==> src/hw/rtl/mbps_pkg.sv <==
// Shared types and constants of the masked byte pattern scanner.
package mbps_pkg;

    // Index arithmetic width: covers cell positions up to 511.
    localparam int IDX_W  = 9;
    localparam int APB_AW = 3;
    localparam int APB_DW = 32;
    localparam int LEN_W  = 7;
    localparam int ADR_W  = 32;

    // Register index (paddr bit 2).
    localparam logic REG_LEN  = 1'b0;
    localparam logic REG_BASE = 1'b1;

    // Item kinds.
    localparam logic KIND_LOAD = 1'b0;
    localparam logic KIND_DATA = 1'b1;

    // Broadcast from the control to every cell of the window chain.
    typedef struct packed {
        logic       shift;
        logic [7:0] pat_byte;
        logic       pat_care;
    } t_cell_bus;

endpackage

==> src/hw/rtl/mbps_ram.sv <==
// Generic single-port-write, registered-read RAM.
module mbps_ram #(
    parameter int WIDTH = 9,
    parameter int DEPTH = 64
) (
    input  logic                                  i_clk,
    input  logic                                  i_we,
    input  logic [(DEPTH > 1 ? $clog2(DEPTH) : 1)-1:0] i_waddr,
    input  logic [WIDTH-1:0]                      i_wdata,
    input  logic                                  i_re,
    input  logic [(DEPTH > 1 ? $clog2(DEPTH) : 1)-1:0] i_raddr,
    output logic [WIDTH-1:0]                      o_rdata
);

    logic [WIDTH-1:0] r_mem [DEPTH];
    logic [WIDTH-1:0] r_rdata;

    always_ff @(posedge i_clk) begin
        if (i_we) begin
            r_mem[i_waddr] <= i_wdata;
        end
        if (i_re) begin
            r_rdata <= r_mem[i_raddr];
        end
    end

    assign o_rdata = r_rdata;

endmodule

==> src/hw/rtl/mbps_cell.sv <==
// One window cell: a byte of the shift line plus its aligned pattern byte and care bit.
module mbps_cell (
    input  logic                 i_clk,
    input  mbps_pkg::t_cell_bus  i_bus,
    input  logic [7:0]           i_byte,
    input  logic                 i_pat_we,
    input  logic                 i_active,
    output logic [7:0]           o_byte,
    output logic                 o_hit
);

    logic [7:0] r_win;
    logic [7:0] r_pat;
    logic       r_care;

    always_ff @(posedge i_clk) begin
        if (i_bus.shift) begin
            r_win <= i_byte;
        end
        if (i_pat_we) begin
            r_pat  <= i_bus.pat_byte;
            r_care <= i_bus.pat_care;
        end
    end

    assign o_byte = r_win;
    // Cells past the pattern length and wildcard positions always pass.
    assign o_hit  = !i_active || !r_care || (r_win == r_pat);

endmodule

==> src/hw/rtl/masked_byte_pattern_scanner_top.sv <==
// Top level of the masked byte pattern scanner: control, window chain and result register.
//
//  channel | direction | handshake                  | payload
//  --------+-----------+----------------------------+---------------------------------------
//  in      | input     | i_in_valid / o_in_stall    | i_kind, i_pattern_index, i_pattern_byte,
//          |           |                            | i_pattern_care, i_data_byte, i_last_byte
//  out     | output    | o_out_valid / i_out_stall  | o_found, o_match_address
//  cfg     | input     | APB psel/penable/pready    | paddr, pwdata, prdata
//
// One item per cycle while o_in_stall is low. A data item shifts the cell chain on acceptance; the
// scan stage registers its window offset, then the masked compare of all cells and the address add
// land in the result register. A write of pattern_length realigns the pattern into the cells from
// the pattern RAM; no item is accepted during the sweep. A result that meets a stalled output goes
// to a skid register; input stalls while it is full or while a sweep runs.
// Synchronous active-low reset clears control state; the pattern is undefined until loaded.
module masked_byte_pattern_scanner_top #(
    parameter int PATTERN_MAX = 64
) (
    input  logic                          i_clk,
    input  logic                          i_rst_n,
    // item input
    input  logic                          i_in_valid,
    output logic                          o_in_stall,
    input  logic                          i_kind,
    input  logic [5:0]                    i_pattern_index,
    input  logic [7:0]                    i_pattern_byte,
    input  logic                          i_pattern_care,
    input  logic [7:0]                    i_data_byte,
    input  logic                          i_last_byte,
    // result output
    output logic                          o_out_valid,
    input  logic                          i_out_stall,
    output logic                          o_found,
    output logic [mbps_pkg::ADR_W-1:0]    o_match_address,
    // configuration
    input  logic                          psel,
    input  logic                          penable,
    input  logic                          pwrite,
    input  logic [mbps_pkg::APB_AW-1:0]   paddr,
    input  logic [mbps_pkg::APB_DW-1:0]   pwdata,
    output logic [mbps_pkg::APB_DW-1:0]   prdata,
    output logic                          pready
);

    import mbps_pkg::*;

    localparam int AW = (PATTERN_MAX > 1) ? $clog2(PATTERN_MAX) : 1;

    // configuration registers
    logic [LEN_W-1:0] r_len;
    logic [ADR_W-1:0] r_base;
    logic             cfg_wr;

    // realignment sweep
    logic             r_sweep;
    logic [IDX_W-1:0] r_k;
    logic             r_rd_v;
    logic [IDX_W-1:0] r_rd_idx;
    logic [8:0]       ram_rdata;

    // scan stage
    logic [ADR_W-1:0] r_seen;
    logic [ADR_W-1:0] n_seen;
    logic             r_v1;
    logic             r_last1;
    logic             r_ge1;
    logic [ADR_W-1:0] r_ofs1;
    logic             r_reported;

    // result register and skid register
    logic             r_out_valid;
    logic             r_found;
    logic [ADR_W-1:0] r_addr;
    logic             r_skid_v;
    logic             r_skid_found;
    logic [ADR_W-1:0] r_skid_addr;

    logic             adv;
    logic             out_acc;
    logic             in_acc;
    logic             data_acc;
    logic             load_acc;
    logic [IDX_W-1:0] len_eff;
    logic [IDX_W-1:0] len_ext;
    logic             sat;
    logic [IDX_W-1:0] sub_op;
    logic [ADR_W:0]   diff;
    logic [IDX_W-1:0] src_idx;
    logic             src_valid;
    logic             pat_wr;
    logic [IDX_W-1:0] tgt;
    logic             hit;
    logic             res_v;
    logic [ADR_W-1:0] res_addr;
    logic             all_match;

    t_cell_bus        bus;
    logic [7:0]       chain [PATTERN_MAX];
    logic [PATTERN_MAX-1:0] cell_hit;

    // ---------------- configuration port ----------------
    assign pready = 1'b1;
    assign cfg_wr = psel && penable && pwrite && pready;

    always_comb begin
        unique case (paddr[2])
            REG_LEN:  prdata = APB_DW'(r_len);
            REG_BASE: prdata = r_base;
            default:  prdata = '0;
        endcase
    end

    always_ff @(posedge i_clk) begin
        if (!i_rst_n) begin
            r_len  <= LEN_W'(1);
            r_base <= '0;
        end else if (cfg_wr) begin
            unique case (paddr[2])
                REG_LEN:  r_len  <= pwdata[LEN_W-1:0];
                REG_BASE: r_base <= pwdata;
                default:  ;
            endcase
        end
    end

    // clamp: 0 acts as 1, above PATTERN_MAX acts as PATTERN_MAX
    assign len_ext = IDX_W'(r_len);
    always_comb begin
        if (r_len == '0) begin
            len_eff = IDX_W'(1);
        end else if (len_ext > IDX_W'(PATTERN_MAX)) begin
            len_eff = IDX_W'(PATTERN_MAX);
        end else begin
            len_eff = len_ext;
        end
    end

    // ---------------- handshake ----------------
    assign adv        = !r_skid_v;
    assign out_acc    = r_out_valid && !i_out_stall;
    assign o_in_stall = r_skid_v || r_sweep || r_rd_v;
    assign in_acc     = i_in_valid && !o_in_stall;
    assign data_acc   = in_acc && (i_kind == KIND_DATA);
    assign load_acc   = in_acc && (i_kind == KIND_LOAD);

    // ---------------- pattern RAM and realignment sweep ----------------
    always_ff @(posedge i_clk) begin
        if (!i_rst_n) begin
            r_sweep  <= 1'b0;
            r_k      <= '0;
            r_rd_v   <= 1'b0;
            r_rd_idx <= '0;
        end else begin
            r_rd_v <= 1'b0;
            if (cfg_wr && paddr[2] == REG_LEN) begin
                r_sweep <= 1'b1;
                r_k     <= '0;
            end else if (r_sweep) begin
                if (r_k == IDX_W'(PATTERN_MAX)) begin
                    r_sweep <= 1'b0;
                end else begin
                    r_rd_v   <= 1'b1;
                    r_rd_idx <= r_k;
                    r_k      <= r_k + IDX_W'(1);
                end
            end
        end
    end

    mbps_ram #(
        .WIDTH (9),
        .DEPTH (PATTERN_MAX)
    ) u_pat_ram (
        .i_clk   (i_clk),
        .i_we    (load_acc && (IDX_W'(i_pattern_index) < IDX_W'(PATTERN_MAX))),
        .i_waddr (AW'(IDX_W'(i_pattern_index))),
        .i_wdata ({i_pattern_care, i_pattern_byte}),
        .i_re    (r_sweep && (r_k != IDX_W'(PATTERN_MAX))),
        .i_raddr (AW'(r_k)),
        .o_rdata (ram_rdata)
    );

    // Pattern position p sits in the cell of age len-1-p.
    always_comb begin
        if (r_rd_v) begin
            src_valid    = 1'b1;
            src_idx      = r_rd_idx;
            bus.pat_byte = ram_rdata[7:0];
            bus.pat_care = ram_rdata[8];
        end else begin
            src_valid    = load_acc;
            src_idx      = IDX_W'(i_pattern_index);
            bus.pat_byte = i_pattern_byte;
            bus.pat_care = i_pattern_care;
        end
        bus.shift = data_acc;
        pat_wr    = src_valid && (src_idx < len_eff);
        tgt       = len_eff - IDX_W'(1) - src_idx;
    end

    // ---------------- window chain ----------------
    for (genvar a = 0; a < PATTERN_MAX; a++) begin : g_cell
        logic [7:0] prev;
        if (a == 0) begin : g_head
            assign prev = i_data_byte;
        end else begin : g_link
            assign prev = chain[a-1];
        end
        mbps_cell u_cell (
            .i_clk    (i_clk),
            .i_bus    (bus),
            .i_byte   (prev),
            .i_pat_we (pat_wr && (tgt == IDX_W'(a))),
            .i_active (IDX_W'(a) < len_eff),
            .o_byte   (chain[a]),
            .o_hit    (cell_hit[a])
        );
    end

    assign all_match = &cell_hit;

    // ---------------- scan stage ----------------
    assign sat    = (r_seen == '1);
    // offset of the window ending at the new byte: seen+1-len, or seen-len once saturated
    assign sub_op = sat ? len_eff : (len_eff - IDX_W'(1));
    assign diff   = {1'b0, r_seen} - (ADR_W + 1)'(sub_op);

    always_comb begin
        if (i_last_byte) begin
            n_seen = '0;
        end else if (sat) begin
            n_seen = r_seen;
        end else begin
            n_seen = r_seen + ADR_W'(1);
        end
    end

    always_ff @(posedge i_clk) begin
        if (!i_rst_n) begin
            r_seen <= '0;
            r_v1   <= 1'b0;
        end else if (adv) begin
            r_v1 <= data_acc;
            if (data_acc) begin
                r_seen <= n_seen;
            end
        end
    end

    always_ff @(posedge i_clk) begin
        if (adv && data_acc) begin
            r_last1 <= i_last_byte;
            r_ge1   <= !diff[ADR_W];
            r_ofs1  <= diff[ADR_W-1:0];
        end
    end

    // ---------------- compare and result ----------------
    assign hit      = r_v1 && r_ge1 && all_match && !r_reported;
    assign res_v    = adv && (hit || (r_v1 && r_last1 && !r_reported));
    assign res_addr = hit ? (r_base + r_ofs1) : '0;

    always_ff @(posedge i_clk) begin
        if (!i_rst_n) begin
            r_reported  <= 1'b0;
            r_out_valid <= 1'b0;
            r_skid_v    <= 1'b0;
        end else begin
            if (adv && r_v1) begin
                r_reported <= r_last1 ? 1'b0 : (r_reported || hit);
            end
            if (r_skid_v) begin
                if (out_acc) begin
                    r_skid_v <= 1'b0;
                end
            end else if (res_v) begin
                if (r_out_valid && !out_acc) begin
                    r_skid_v <= 1'b1;
                end else begin
                    r_out_valid <= 1'b1;
                end
            end else if (out_acc) begin
                r_out_valid <= 1'b0;
            end
        end
    end

    // skid entry moves up when the waiting item leaves
    always_ff @(posedge i_clk) begin
        if (r_skid_v) begin
            if (out_acc) begin
                r_found <= r_skid_found;
                r_addr  <= r_skid_addr;
            end
        end else if (res_v) begin
            if (r_out_valid && !out_acc) begin
                r_skid_found <= hit;
                r_skid_addr  <= res_addr;
            end else begin
                r_found <= hit;
                r_addr  <= res_addr;
            end
        end
    end

    assign o_out_valid     = r_out_valid;
    assign o_found         = r_found;
    assign o_match_address = r_addr;

endmodule
==> config.mk <==
export PLATFORM = sky130hd
export DESIGN_NAME = masked_byte_pattern_scanner_top
export DESIGN_NICKNAME = d
export VERILOG_FILES = /design/src/hw/rtl/mbps_pkg.sv /design/src/hw/rtl/mbps_ram.sv /design/src/hw/rtl/mbps_cell.sv /design/src/hw/rtl/masked_byte_pattern_scanner_top.sv
export SDC_FILE = /design/constraint.sdc
export NUM_CORES = 2
export LEC_CHECK = 0
export BUFFER_PORTS_ARGS = -buffer_cell sky130_fd_sc_hd__buf_2
export CORE_MARGIN = 10
export CORE_UTILIZATION = 57
export DETAILED_ROUTE_END_ITERATION = 10
export PLACE_DENSITY = 0.73
export SYNTH_ARGS = -nofsm -noshare
export SYNTH_HDL_FRONTEND = slang
export SYNTH_SLANG_ARGS = --single-unit
==> constraint.sdc <==
create_clock -name i_clk -period 20.3 [get_ports i_clk]
set_input_delay 2.03 -clock i_clk [delete_from_list [all_inputs] [get_ports i_clk]]
set_output_delay 2.03 -clock i_clk [all_outputs]
set_load 0.02 [all_outputs]
==> impl_metrics.toml <==
[worst_setup_path]
endpoint_kind = "flip-flop"
cp.required_ps = 20690
slowest_stage = "nor2_1"
path_class = "reg2reg"
startpoint = "r_len[4]"
cp_cell_sequence = "buf_4 > nor2_1 > nand2_1 > nor2_1 > o21ai_1 > inv_1 > ha_1 > inv_1 > fa_1 > nor2b_1 > o21ai_0 > a21boi_0 > o21ai_0 > a21boi_0 > o21ai_0 > and3_1 > nor4_1 > nand3_1 > nor2_1"
cp.arrival_ps = 7080
cp-start-kind = "flip-flop"
reg2reg_from = "r_len[4]"
reg2regPathDepth = 19
crit_fanout = 33
worst_path_largest_cell_delay_ps = 860

[worst_hold_path]
min-delay-start = "g_cell[26].u_cell.o_byte[1]"
holdPathStages = 0
hold_path_class = "reg2reg"

[synth]
avgSynthCellArea_um2 = 17.74
synth-seq-cells = 1868
synth_fa_ha_area_share_pct = 1.092
synth-main-ff-cell = "edfxtp_1"
syn_area_mm2 = 0.07310
yosys.area_share.simple_pct = 5.735
ys_top_cells_by_area = "edfxtp_1 73%, mux4_2 5.7%, xnor2_1 3.8%, xor2_1 3.5%, dfxtp_1 2.6%"
synth-edff-count = 1773
synth_cell_types = 84
yosysMostFrequentCell = "edfxtp_1"
seq_area_frac_synth_pct = 75.43
synth_top_area_cell = "edfxtp_1"
syn_inst = 4122
synth_top_area_share_pct = 72.83
synth_top_family_by_area = "XOR/XNOR gates"
yosysWarnings = 0
netlist_top_cells_count = "1,773 x edfxtp_1, 317 x xnor2_1, 288 x xor2_1"
synth-async-reset-ratio_pct = 0
synthXorXnorAreaFrac_pct = 7.248
synth_compound_gate_area_share_pct = 3.026
synthMuxAreaShare_pct = 6.512

[clock_network]
clk_pin_slew_ps = 60
worstSkewPairLatency_ps = 800
cts-resized-gates = 0
htree_levels = 4
clk_path_buf_depth = 3
cts_setup_buffers = 0
cts_hold_buf = 0
cts_tree = "yes"
root_buffer = "clkbuf_16"
cts-buffers-inserted = 180
cts_sinks = 1868

[sta]
grt_setup_unrepaired = "no"
clock_skew_ps = 45.62
slew_viol_final = 0
fin_tns_setup_ps = 0
relSlewSlack_pct = 19.87
hold_viol = 0
worst_slew_pin_slew_ps = 1202
finalCriticalPeriod_ps = 6685
max_freq_mhz = 149.6
period_share_pct = 32.93
finalSetupViolations = 0

[route]
postRouteAntennaNets = 0
drt_iter0_drc = 4279
remaining_drc_errors = 0
routed_via_density = 6.025
wire_per_inst_um = 26.09
wirelength_um = 160700
dr.pass1.iters = 6
vias = 37100

[floorplanning]
ios = 135
fp.dieW_um = 378.1
num_rows = 131
die_area_mm2 = 0.1430
core_mm2 = 0.1275
initial_utilization_pct = 57.33
die_h_um = 378.1

[cells_and_area]
layout-drive-gt1-share_pct = 15.66
design_area_mm2 = 0.08131
nets = 4485
area_growth_syn_to_layout_pct = 11.22

[power_and_ir_drop]
irDropWorstVdd_v = 0.0001039
p_leak_uw = 0.02566
p_per_area_mw_per_mm2 = 95.38

[global_routing]
grt_pass1_vias = 36670
antenna_found_initial = 3
grt_pass1_wl_um = 237900
grt_max_degree = 197
overflow = 0
track_usage_pct = 22.36

[placed_design]
placed_area_mm2 = 0.07574
numPortBuffers = 131
hpwl_um = 98890
gp_congestion = 0.8769

[run]
cap_violations = 0

[status]
status = "completed"
state kept, by name, summed over array words and instances, names as in the netlist, 7 cells and up:
signal	count
g_cell.u_cell.o_byte	512
g_cell.u_cell.r_care	64
g_cell.u_cell.r_pat	512
o_match_address	32
r_base	32
r_k	9
r_len	7
r_ofs1	32
r_rd_idx	9
r_seen	32
r_skid_addr	32
u_pat_ram.o_rdata	9
u_pat_ram.r_mem	576
final cells by class:
type / instances / area (um^2)
timing repair buffer: 176 / 1018
inverter: 49 / 191.4
multi-input combinational: 2081 / 17290
tap: 1662 / 2079
fill: 8669 / 46210
clock buffer: 234 / 4877
sequential: 1868 / 55160
clock inverter: 87 / 693.2
antenna: 1 / 2.502
routing by layer:
metal / global-route usage [%] / share of wire [%]
met1: 31.40 / 41
met2: 35.34 / 48
met3: 4.620 / 8.6
met4: 7.103 / 3.0
met5: 0 / 0
critical path: cells and delay by family (launching register included):
kind	cells	cell delay [ps]
simple gates	8	2810
buf+inv	3	660
fa+ha+maj	2	870
compound gates	6	1650
flops	1	310
kinds of logic (layout without fill, tap and decap cells):
family | count (synthesis) | in the layout
AOI/OAI and AO/OA | 351 | 351
xor gates and xnor gates | 605 | 605
adders and majority gates | 62 | 62
buffers and inverters | 174 | 546
DFF | 1868 | 1868
muxes | 239 | 239
other | 2 | 4
and+or+nand+nor | 821 | 821
cell usage in the layout (no fill, tap or decap), drive strengths merged, types with 18 or more instances in the layout:
cell,count
a211oi,18
a21o,18
a21oi,117
and2,43
buf,176
clkbuf,234
clkinv,70
dfxtp,95
edfxtp,1773
ha,59
inv,54
mux2,43
mux4,185
nand2,179
nand3,41
nand4,89
nor2,246
nor2b,19
nor3,37
nor4,81
o21ai,77
xnor2,317
xor2,288
power by group:
part	total (uW)	internal (uW)	leakage, uW	switching, uW
clock	3180	1790	0.00272	1390
sequential	4310	4270	0.0166	32.7
combinational	270	81.3	0.00630	188
through the flow:
step / hold WS (ps) / setup WS [ps] / power [uW] / util, % / instances
2_1_floorplan: 436.0 / 4484 / 4557 / - / 4123
3_3_place_gp: 446.5 / 13520 / 4649 / 59.39 / 5836
3_5_place_dp: 454.9 / 13470 / 4655 / 59.39 / 5836
4_1_cts: 432.1 / 13720 / 7802 / 63.76 / 6157
5_1_grt: 461.9 / 13210 / 7974 / 63.76 / 6158
6_report: 434.6 / 13610 / 7755 / 63.76 / 6158
path summary, 6_finish.rpt:
| check | to | slack [ps] |
|---|---|---|
| max | g_cell[29].u_cell.r_pat[7] | 13610 |
| min | g_cell[27].u_cell.o_byte[1] | 430 |
| max reg2reg | g_cell[29].u_cell.r_pat[7] | 13610 |
| min reg2reg | g_cell[27].u_cell.o_byte[1] | 430 |
(Power assumes the default switching activity.)
